$ cat config.mk
export PLATFORM = sky130hd
export DESIGN_NAME = key_press_hold_release_tracker_flat
export DESIGN_NICKNAME = d
export VERILOG_FILES = /design/src/design/kpht_pkg.sv /design/src/design/kpht_chan_if.sv /design/src/design/key_press_hold_release_tracker.sv /design/src/design/kpht_key_store.sv /design/src/flat_wrapper.sv
export SDC_FILE = /design/constraint.sdc
export NUM_CORES = 2
export LEC_CHECK = 0
export ABC_AREA = 1
export BUFFER_PORTS_ARGS = -buffer_cell sky130_fd_sc_hd__buf_2
export CAP_MARGIN = 20
export CORE_AREA = 2 2 328 233
export CTS_BUF_LIST = sky130_fd_sc_hd__clkbuf_4 sky130_fd_sc_hd__clkbuf_8
export DETAILED_ROUTE_END_ITERATION = 8
export DIE_AREA = 0 0 330 235
export PLACE_DENSITY = 0.77
export SKIP_LAST_GASP = 1
export SLEW_MARGIN = 20
export SYNTH_ARGS = -nofsm -noshare
export SYNTH_HDL_FRONTEND = slang
export SYNTH_SLANG_ARGS = --single-unit
$ cat constraint.sdc
create_clock -name i_clk -period 25 [get_ports i_clk]
set_input_delay 2.5 -clock i_clk [delete_from_list [all_inputs] [get_ports i_clk]]
set_output_delay 2.5 -clock i_clk [all_outputs]
set_load 0.02 [all_outputs]
$ cat src/design/kpht_pkg.sv
// Package for the key press/hold/release tracker: item types, message codes,
// key phase type and the small helper functions used by the tracker.
// No dependencies.
`default_nettype none

package kpht_pkg;

    // Number of tracked keys and the width of a key address.
    localparam int NUM_KEYS = 256;
    localparam int KEY_AW   = $clog2(NUM_KEYS);

    typedef logic [KEY_AW-1:0] t_key_addr;

    // Item function codes.
    localparam logic [1:0] FN_EVENT       = 2'd0;
    localparam logic [1:0] FN_FRAME_START = 2'd1;
    localparam logic [1:0] FN_FRAME_END   = 2'd2;
    localparam logic [1:0] FN_QUERY       = 2'd3;

    // Window message kinds.
    localparam logic [3:0] MSG_OTHER    = 4'd0;
    localparam logic [3:0] MSG_LEFT_DN  = 4'd1;
    localparam logic [3:0] MSG_LEFT_UP  = 4'd2;
    localparam logic [3:0] MSG_RIGHT_DN = 4'd3;
    localparam logic [3:0] MSG_RIGHT_UP = 4'd4;
    localparam logic [3:0] MSG_MID_DN   = 4'd5;
    localparam logic [3:0] MSG_MID_UP   = 4'd6;
    localparam logic [3:0] MSG_EXTRA_DN = 4'd7;
    localparam logic [3:0] MSG_EXTRA_UP = 4'd8;
    localparam logic [3:0] MSG_KEY_DN   = 4'd9;
    localparam logic [3:0] MSG_KEY_UP   = 4'd10;
    localparam logic [3:0] MSG_SYS_DN   = 4'd11;
    localparam logic [3:0] MSG_SYS_UP   = 4'd12;
    localparam logic [3:0] MSG_WHEEL    = 4'd13;
    localparam logic [3:0] MSG_MOVE     = 4'd14;
    localparam logic [3:0] MSG_CHAR     = 4'd15;

    // Extra button selectors.
    localparam logic [1:0] XB_FIRST  = 2'd1;
    localparam logic [1:0] XB_SECOND = 2'd2;

    // Key numbers that the mouse buttons drive.
    localparam t_key_addr KEY_LEFT  = t_key_addr'(1);
    localparam t_key_addr KEY_RIGHT = t_key_addr'(2);
    localparam t_key_addr KEY_MID   = t_key_addr'(4);
    localparam t_key_addr KEY_X1    = t_key_addr'(5);
    localparam t_key_addr KEY_X2    = t_key_addr'(6);

    typedef enum logic [1:0] {
        PH_NONE     = 2'd0,
        PH_PRESSED  = 2'd1,
        PH_HELD     = 2'd2,
        PH_RELEASED = 2'd3
    } t_phase;

    typedef struct packed {
        logic [1:0]         func;
        logic [3:0]         msg_kind;
        logic [7:0]         key_code;
        logic [1:0]         extra_button;
        logic signed [15:0] wheel_step;
        logic [15:0]        pointer_x;
        logic [15:0]        pointer_y;
        logic [8:0]         query_key;
    } t_in_item;

    typedef struct packed {
        logic        key_pressed;
        logic        key_held;
        logic        key_released;
        logic        wheel_up;
        logic        wheel_down;
        logic [15:0] pointer_x_now;
        logic [15:0] pointer_y_now;
        logic [7:0]  typed_char;
    } t_out_item;

    typedef struct packed {
        logic pressed;
        logic held;
        logic released;
    } t_flags;

    // Write request to the key level store.
    typedef struct packed {
        logic      we;
        t_key_addr addr;
        logic      level;
    } t_lvl_wr;

    // Write request to the key phase store.
    typedef struct packed {
        logic      we;
        t_key_addr addr;
        t_phase    phase;
    } t_ph_wr;

    // Frame-start phase step of one key.
    function automatic t_phase next_phase(logic level, t_phase phase);
        logic active;
        active = (phase == PH_PRESSED) || (phase == PH_HELD);
        if (level) begin
            return active ? PH_HELD : PH_PRESSED;
        end
        return active ? PH_RELEASED : PH_NONE;
    endfunction

    function automatic t_flags phase_flags(t_phase phase);
        t_flags f;
        f.pressed  = (phase == PH_PRESSED);
        f.held     = (phase == PH_PRESSED) || (phase == PH_HELD);
        f.released = (phase == PH_RELEASED);
        return f;
    endfunction

    // Wheel sum with saturation to the signed 32-bit range.
    function automatic logic signed [31:0] wheel_add(logic signed [31:0] acc,
                                                     logic signed [15:0] step);
        logic signed [32:0] sum;
        sum = {acc[31], acc} + {{17{step[15]}}, step};
        if (sum[32] != sum[31]) begin
            return sum[32] ? {1'b1, 31'd0} : {1'b0, {31{1'b1}}};
        end
        return sum[31:0];
    endfunction

endpackage

`default_nettype wire

$ cat src/design/kpht_chan_if.sv
// Valid/ready channel interfaces for the tracker's input items and results.
// Depends on kpht_pkg.
`default_nettype none

interface kpht_in_if;
    import kpht_pkg::*;
    logic     valid;
    logic     ready;
    t_in_item payload;
    modport source (output valid, output payload, input ready);
    modport sink (input valid, input payload, output ready);
endinterface

interface kpht_out_if;
    import kpht_pkg::*;
    logic      valid;
    logic      ready;
    t_out_item payload;
    modport source (output valid, output payload, input ready);
    modport sink (input valid, input payload, output ready);
endinterface

`default_nettype wire

$ cat src/design/key_press_hold_release_tracker.sv
// Key press/hold/release tracker: one result transfer for every input item,
// showing the state after that item. Depends on kpht_pkg, kpht_chan_if and
// kpht_key_store.
//
// Window events and frame-end ticks go from input transfer to S_RESULT and
// key queries to S_QUERY, where the registered read of the phase memory
// arrives; from there the result is loaded into the output register. A
// frame-start tick walks the phase memory one key per cycle. After reset
// the block runs a clearing pass over both key memories, during which it
// takes no input. A new input item can be taken while the previous result
// still waits in the output register; the block works on one item at a
// time.
`default_nettype none

module key_press_hold_release_tracker (
    input  wire           i_clk,
    input  wire           i_rst_n,
    kpht_in_if.sink       i_item,
    kpht_out_if.source    o_result
);
    import kpht_pkg::*;

    // Control sequencer states.
    typedef enum logic [4:0] {
        S_CLEAR  = 5'b00001,
        S_IDLE   = 5'b00010,
        S_QUERY  = 5'b00100,
        S_WALK   = 5'b01000,
        S_RESULT = 5'b10000
    } t_state;

    t_state             r_state, n_state;
    t_key_addr          r_cnt, n_cnt;
    logic signed [31:0] r_wheel_accum;
    logic signed [31:0] r_wheel_frame;
    logic [15:0]        r_ptr_x;
    logic [15:0]        r_ptr_y;
    logic [7:0]         r_char;
    logic               r_q_ok;
    t_flags             r_flags, n_flags;
    logic               r_out_valid;
    t_out_item          r_out;

    t_in_item  in;
    logic      acc;
    logic      slot_free;
    logic      fin;
    logic      walk_last;
    t_flags    fin_flags;
    t_lvl_wr   lvl_wr;
    t_ph_wr    ph_wr;
    t_key_addr rd_addr;
    logic      rd_level;
    t_phase    rd_phase;
    logic      code_ok;

    assign in        = i_item.payload;
    assign acc       = i_item.valid && i_item.ready;
    assign slot_free = !r_out_valid || o_result.ready;
    assign code_ok   = int'(in.key_code) < NUM_KEYS;
    assign walk_last = (r_state == S_WALK) && (r_cnt == t_key_addr'(NUM_KEYS - 1));

    // Items are taken only between items; the output register decouples the
    // result side, so a waiting result does not hold off the next transfer.
    assign i_item.ready = (r_state == S_IDLE);

    assign o_result.valid   = r_out_valid;
    assign o_result.payload = r_out;

    kpht_key_store u_store (
        .i_clk      (i_clk),
        .i_lvl_wr   (lvl_wr),
        .i_ph_wr    (ph_wr),
        .i_rd_addr  (rd_addr),
        .o_rd_level (rd_level),
        .o_rd_phase (rd_phase)
    );

    // Level writes come straight from window events at their transfer, or
    // from the clearing pass. Mouse buttons map onto fixed key numbers.
    always_comb begin
        lvl_wr.we    = 1'b0;
        lvl_wr.addr  = t_key_addr'(in.key_code);
        lvl_wr.level = 1'b0;
        if (r_state == S_CLEAR) begin
            lvl_wr.we   = 1'b1;
            lvl_wr.addr = r_cnt;
        end else if (acc && in.func == FN_EVENT) begin
            case (in.msg_kind)
                MSG_LEFT_DN, MSG_LEFT_UP: begin
                    lvl_wr.we    = 1'b1;
                    lvl_wr.addr  = KEY_LEFT;
                    lvl_wr.level = (in.msg_kind == MSG_LEFT_DN);
                end
                MSG_RIGHT_DN, MSG_RIGHT_UP: begin
                    lvl_wr.we    = 1'b1;
                    lvl_wr.addr  = KEY_RIGHT;
                    lvl_wr.level = (in.msg_kind == MSG_RIGHT_DN);
                end
                MSG_MID_DN, MSG_MID_UP: begin
                    lvl_wr.we    = 1'b1;
                    lvl_wr.addr  = KEY_MID;
                    lvl_wr.level = (in.msg_kind == MSG_MID_DN);
                end
                MSG_EXTRA_DN, MSG_EXTRA_UP: begin
                    // An extra-button event that names neither button is dropped.
                    lvl_wr.we    = (in.extra_button == XB_FIRST) ||
                                   (in.extra_button == XB_SECOND);
                    lvl_wr.addr  = (in.extra_button == XB_FIRST) ? KEY_X1 : KEY_X2;
                    lvl_wr.level = (in.msg_kind == MSG_EXTRA_DN);
                end
                MSG_KEY_DN, MSG_KEY_UP, MSG_SYS_DN, MSG_SYS_UP: begin
                    lvl_wr.we    = code_ok;
                    lvl_wr.level = (in.msg_kind == MSG_KEY_DN) ||
                                   (in.msg_kind == MSG_SYS_DN);
                end
                default: begin
                    lvl_wr.we = 1'b0;
                end
            endcase
        end
    end

    // Phase writes: the clearing pass, or the frame walk writing back the
    // entry whose read data arrives this cycle.
    always_comb begin
        ph_wr.we    = (r_state == S_CLEAR) || (r_state == S_WALK);
        ph_wr.addr  = r_cnt;
        ph_wr.phase = (r_state == S_WALK) ? next_phase(rd_level, rd_phase) : PH_NONE;
    end

    // Read address: the queried key at transfer, key zero at the start of a
    // walk, and the next key while walking. The walk reads one entry ahead of
    // its write-back, so a read and a write never meet on the same key.
    always_comb begin
        if (r_state == S_IDLE) begin
            rd_addr = (in.func == FN_FRAME_START) ? '0 : t_key_addr'(in.query_key);
        end else begin
            rd_addr = r_cnt + 1'b1;
        end
    end

    // An item is finished after its query read, at the last key of a walk, or
    // in S_RESULT, where events and ticks go and a finished item waits for the output register.
    always_comb begin
        fin_flags = '0;
        if (r_state == S_QUERY) begin
            fin_flags = r_q_ok ? phase_flags(rd_phase) : '0;
        end else if (r_state == S_RESULT) begin
            fin_flags = r_flags;
        end
        fin = (r_state == S_QUERY) || walk_last || (r_state == S_RESULT);
    end

    always_comb begin
        n_state = r_state;
        n_cnt   = r_cnt;
        n_flags = r_flags;
        case (r_state)
            S_CLEAR: begin
                n_cnt = r_cnt + 1'b1;
                if (r_cnt == t_key_addr'(NUM_KEYS - 1)) begin
                    n_state = S_IDLE;
                end
            end
            S_IDLE: begin
                if (acc) begin
                    n_flags = '0;
                    n_cnt   = '0;
                    case (in.func)
                        FN_QUERY:       n_state = S_QUERY;
                        FN_FRAME_START: n_state = S_WALK;
                        default:        n_state = S_RESULT;
                    endcase
                end
            end
            S_WALK: begin
                n_cnt = r_cnt + 1'b1;
            end
            S_QUERY, S_RESULT: begin
                n_cnt = r_cnt;
            end
            default: begin
                n_state = S_IDLE;
            end
        endcase
        if (fin) begin
            n_flags = fin_flags;
            n_state = slot_free ? S_IDLE : S_RESULT;
        end
    end

    always_ff @(posedge i_clk) begin
        if (!i_rst_n) begin
            r_state       <= S_CLEAR;
            r_cnt         <= '0;
            r_flags       <= '0;
            r_q_ok        <= 1'b0;
            r_wheel_accum <= '0;
            r_wheel_frame <= '0;
            r_ptr_x       <= '0;
            r_ptr_y       <= '0;
            r_char        <= '0;
            r_out_valid   <= 1'b0;
        end else begin
            r_state <= n_state;
            r_cnt   <= n_cnt;
            r_flags <= n_flags;
            if (acc) begin
                r_q_ok <= int'(in.query_key) < NUM_KEYS;
                case (in.func)
                    FN_EVENT: begin
                        if (in.msg_kind == MSG_WHEEL) begin
                            r_wheel_accum <= wheel_add(r_wheel_accum, in.wheel_step);
                        end
                        if (in.msg_kind == MSG_MOVE) begin
                            r_ptr_x <= in.pointer_x;
                            r_ptr_y <= in.pointer_y;
                        end
                        if (in.msg_kind == MSG_CHAR) begin
                            r_char <= in.key_code;
                        end
                    end
                    FN_FRAME_START: begin
                        r_wheel_frame <= r_wheel_accum;
                        r_wheel_accum <= '0;
                    end
                    FN_FRAME_END: begin
                        r_char <= '0;
                    end
                    default: begin
                        r_char <= r_char;
                    end
                endcase
            end
            if (fin && slot_free) begin
                r_out_valid <= 1'b1;
            end else if (o_result.ready) begin
                r_out_valid <= 1'b0;
            end
        end
    end

    // Result payload; the shared fields are taken from the stored state at
    // the moment the result is loaded, which is after the item took effect.
    always_ff @(posedge i_clk) begin
        if (fin && slot_free) begin
            r_out.key_pressed   <= fin_flags.pressed;
            r_out.key_held      <= fin_flags.held;
            r_out.key_released  <= fin_flags.released;
            r_out.wheel_up      <= !r_wheel_frame[31] && (r_wheel_frame != '0);
            r_out.wheel_down    <= r_wheel_frame[31];
            r_out.pointer_x_now <= r_ptr_x;
            r_out.pointer_y_now <= r_ptr_y;
            r_out.typed_char    <= r_char;
        end
    end

`ifndef SYNTHESIS
    a_one_item: assert property (@(posedge i_clk) disable iff (!i_rst_n)
        acc |=> !i_item.ready)
        else $error("input taken while an item is still in work");

    a_frame_wheel: assert property (@(posedge i_clk) disable iff (!i_rst_n)
        acc && in.func == FN_FRAME_START |=> r_wheel_accum == '0 && r_state == S_WALK)
        else $error("frame start did not clear the wheel sum or start the walk");

    a_walk_step: assert property (@(posedge i_clk) disable iff (!i_rst_n)
        r_state == S_WALK && $past(r_state == S_WALK) |->
            r_cnt == t_key_addr'($past(r_cnt) + 1'b1))
        else $error("frame walk skipped or repeated a key");

    a_flag_code: assert property (@(posedge i_clk) disable iff (!i_rst_n)
        r_out_valid |-> !(r_out.key_held && r_out.key_released) &&
                        (!r_out.key_pressed || r_out.key_held))
        else $error("result flags do not match any key phase");
`endif

endmodule

`default_nettype wire

$ cat src/design/kpht_key_store.sv
// Per-key storage: a level memory and a phase memory, each with one write
// port and one registered read port. Depends on kpht_pkg.
`default_nettype none

module kpht_key_store (
    input  wire                  i_clk,
    input  kpht_pkg::t_lvl_wr    i_lvl_wr,
    input  kpht_pkg::t_ph_wr     i_ph_wr,
    input  kpht_pkg::t_key_addr  i_rd_addr,
    output logic                 o_rd_level,
    output kpht_pkg::t_phase     o_rd_phase
);
    import kpht_pkg::*;

    logic   mem_level [NUM_KEYS];
    t_phase mem_phase [NUM_KEYS];

    always_ff @(posedge i_clk) begin
        if (i_lvl_wr.we) begin
            mem_level[i_lvl_wr.addr] <= i_lvl_wr.level;
        end
        o_rd_level <= mem_level[i_rd_addr];
    end

    always_ff @(posedge i_clk) begin
        if (i_ph_wr.we) begin
            mem_phase[i_ph_wr.addr] <= i_ph_wr.phase;
        end
        o_rd_phase <= mem_phase[i_rd_addr];
    end

endmodule

`default_nettype wire

$ cat src/flat_wrapper.sv
// flat-port wrapper written by rule: the top's interface ports become plain ports
module key_press_hold_release_tracker_flat import kpht_pkg::*;
  (i_clk, i_rst_n, i_item_valid, i_item_payload, i_item_ready, o_result_valid, o_result_payload, o_result_ready);
  kpht_in_if i_item_i ();
  kpht_out_if o_result_i ();
  input  wire i_clk;
  input  wire i_rst_n;
  input wire logic [$bits(i_item_i.valid)-1:0] i_item_valid;
  input wire logic [$bits(i_item_i.payload)-1:0] i_item_payload;
  output wire logic [$bits(i_item_i.ready)-1:0] i_item_ready;
  output wire logic [$bits(o_result_i.valid)-1:0] o_result_valid;
  output wire logic [$bits(o_result_i.payload)-1:0] o_result_payload;
  input wire logic [$bits(o_result_i.ready)-1:0] o_result_ready;
  assign i_item_i.valid = i_item_valid;
  assign i_item_i.payload = i_item_payload;
  assign i_item_ready = i_item_i.ready;
  assign o_result_valid = o_result_i.valid;
  assign o_result_payload = o_result_i.payload;
  assign o_result_i.ready = o_result_ready;
  key_press_hold_release_tracker u_core (.i_clk(i_clk), .i_rst_n(i_rst_n), .i_item(i_item_i), .o_result(o_result_i));
endmodule
==> results.yml <==
global_routing:
  grt_pass1_wl_um: 174000
  overflow: 0
  grt_pass1_vias: 31812
  antenna_found_initial: 2
  grt_max_degree: 257
  grt_util_all_layers: 0.289
yosys:
  avgSynthCellArea_um2: 9.05
  syn_inst: 4888
  ys_types: 51
  syn-num-nets: 5005
  ys_seq_area_frac: 0.609
  ys_seq_elements: 938
  ys.warnings.count: 0
  synthesis.area_um2: 44200
  yosys_most_used_dff: "edfxtp_1"
  synthArstFlopShare: 0
  synth_edf_count: 813
clocking:
  clockBufferDepth: 3
  cts_hold_buf: 0
  htreeDepth: 4
  cts_tree: "done"
  cts_resized: 0
  cts-root-buf: "clkbuf_8"
  clk_latency_ns: 0.82
  cts_setup_buffers: 0
  cts_buffers: 142
  clkSlewWorstSetupHoldPaths_ns: 0.07
  cts.sinks: 938
hold_path:
  hp-start: "u_core.r_ptr_x[6]"
  hp-class: "reg -> reg"
  hold_depth: 0
status:
  status: "complete, no violations"
sta:
  hold_violations: 0
  slew_viol_final: 0
  max_clock_freq_mhz: 152
  rsz0062_at_grt: "false"
  hold_slack_ns: 0.417
  setup_viol: 0
  finalCritPeriodShare: 0.264
  clock_skew_ns: 0.0431
  finalCriticalPeriod_ns: 6.60
  setup_tns_ns: 0
  maxSlewHeadroom: 0.230
  worst_pin_slew_ns: 1.15
final_layout:
  multi_input_area_um2: 13500
  postLayoutCoreUtil: 0.649
  finalNetCount: 5048
  layout_commonest_cell: "nand2_1"
  drive_above_1_share: 0.0896
  seq_area_um2: 26900
  fillCellCount: 5926
  final_cell_mix: "1135 x nand2_1, 813 x edfxtp_1, 730 x nand3_1, 724 x inv_1, 589 x nor2_1"
  area_delta_synth_final_pct: 9.12
routing:
  wl_um: 113000
  drt_iter0_markers: 4454
  post_drt_wl_per_cell_um: 18.7
  vias: 33912
  ant_nets: 0
  firstDrtPassIters: 9
  drc: 0
  vias_per_cell: 5.62
power:
  p_seq_frac: 0.375
  switching_share: 0.393
  max-vdd-ir-drop_v: 0.000126
  leakagePower_nw: 19.6
  p_per_area_nw_per_um2: 95.1
  p_sw_w: 0.00180
  power_frac_clock: 0.278
  p_comb_frac: 0.347
  internal_power_w: 0.00279
critical_path:
  r2r_cells: 16
  path_max_fanout: 223
  path_cells: "buf_2 -> inv_1 -> nor2_1 -> nor2_1 -> nand2_2 -> nand2_4 -> buf_12 -> buf_4 -> nand2_1 -> nand3_1 -> nand3_1 -> nand3_1 -> nand3_1 -> nand3_1 -> nand3_1 -> nand3_1 -> nand2_1"
  cp.arrival_ns: 7.31
  end_kind: "flip-flop"
  critPathSlowestCell: "buf_4"
  cp.required_ns: 25.71
  worstSetupPathType: "in -> reg"
  crit_top_cell: "nand3_1"
  r2r_setup_slack_ns: 19.49
  cpPeakStageDelay_ns: 0.87
  reg2reg_from: "u_core.r_state[2]"
  path_depth: 17
  cp-start-kind: "input pin"
  critical_path.top_delay_family: "simple AND/OR/NAND/NOR gates"
  crit_start: "i_item_payload[71]"
  crit_buf_inv: 4
die:
  initial_utilization: 0.594
  io_pins: 124
  coreArea_um2: 74400
  die_area_um2: 77600
  die_y_um: 235
  rows: 84
  die_w_um: 330
place:
  hpwl_um: 64000
  io_buffers: 123
  gp_congestion: 0.906
job:
  maxCapViolations: 0
-- power by group through the flow --
stage / clock network, W / logic (W) / registers (W)
after global placement: 0 / 0.00151 / 0.00175
after floorplan: 0 / 0.00110 / 0.00176
after CTS: 0.00129 / 0.00155 / 0.00172
after detailed placement: 0 / 0.00155 / 0.00175
final: 0.00128 / 0.00159 / 0.00172
after global routing: 0.00135 / 0.00173 / 0.00172
-- cell type report --
type | count | area share
multi-input combinational | 2948 | 0.280
clock inverter | 47 | 0.00565
tap | 989 | 0.0256
clock buffer | 208 | 0.0532
timing repair buffer | 166 | 0.0204
antenna | 3 | 0.000156
inverter | 735 | 0.0573
sequential | 938 | 0.558
-- cells by family after synthesis --
| logic type | Yosys count | synth area share |
|---|---|---|
| compound gates | 327 | 0.0411 |
| simple gates | 2548 | 0.244 |
| buf+inv | 1002 | 0.0882 |
| xor+xnor | 33 | 0.00653 |
| flops | 938 | 0.609 |
| fa+ha+maj | 40 | 0.0115 |
-- path summary, 6_finish.rpt --
check | end
max | u_core.u_store.o_rd_phase[1]
max reg2reg | u_core.u_store.o_rd_phase[1]
min reg2reg | u_core.o_result.payload[30]
min | u_core.o_result.payload[30]
-- registers in the layout (all words and copies together), names as in the netlist --
| signal | cells |
|---|---|
| u_core.o_result.payload | 45 |
| u_core.o_result.valid | 1 |
| u_core.r_char | 8 |
| u_core.r_cnt | 8 |
| u_core.r_flags | 3 |
| u_core.r_ptr_x | 16 |
| u_core.r_ptr_y | 16 |
| u_core.r_q_ok | 1 |
| u_core.r_state | 5 |
| u_core.r_wheel_accum | 32 |
| u_core.r_wheel_frame | 32 |
| u_core.u_store.mem_level | 256 |
| u_core.u_store.mem_phase | 512 |
| u_core.u_store.o_rd_level | 1 |
| u_core.u_store.o_rd_phase | 2 |
-- cell usage after synthesis (5+ instances only) --
master	number	share of area
a31oi_1	6	0.00085
o211ai_1	25	0.0042
nand3b_1	24	0.0041
nor3_1	12	0.0014
xnor2_1	18	0.0036
buf_1	26	0.0022
a21oi_1	166	0.019
o21bai_1	5	0.00085
ha_1	39	0.011
nor4_1	12	0.0017
edfxtp_1	813	0.55
nand4_1	9	0.0013
nand3_1	732	0.083
dfxtp_1	125	0.057
xor2_1	15	0.0030
nor2_2	6	0.00085
nor2_1	592	0.050
inv_2	7	0.00059
nand2_1	1139	0.097
nand2_2	5	0.00071
clkbuf_1	149	0.013
buf_2	88	0.010
inv_1	727	0.062
o21ai_0	97	0.011
-- routing by layer --
layer,GRT usage,vias to the layer above,part of all wire
met5,0,-,0
met4,0.0935,0,0.025
met3,0.0704,257,0.13
met2,0.422,1861,0.43
met1,0.427,15812,0.42
li1,-,15982,-
-- per-stage QoR --
| step | power (W) | cells | setup slack (ns) | area [um2] |
|---|---|---|---|---|
| finish | 0.00459 | 6034 | 18.40 | 48300 |
| global route | 0.00480 | 6032 | 18.12 | 48300 |
| CTS | 0.00456 | 6029 | 18.59 | 48200 |
| detailed placement | 0.00330 | 5774 | 17.69 | 45400 |
| global placement | 0.00326 | 5774 | 17.90 | 45400 |
| floorplan | 0.00285 | 4888 | 5.98 | 44200 |
Note: power is estimated with default switching activity, not from simulation.
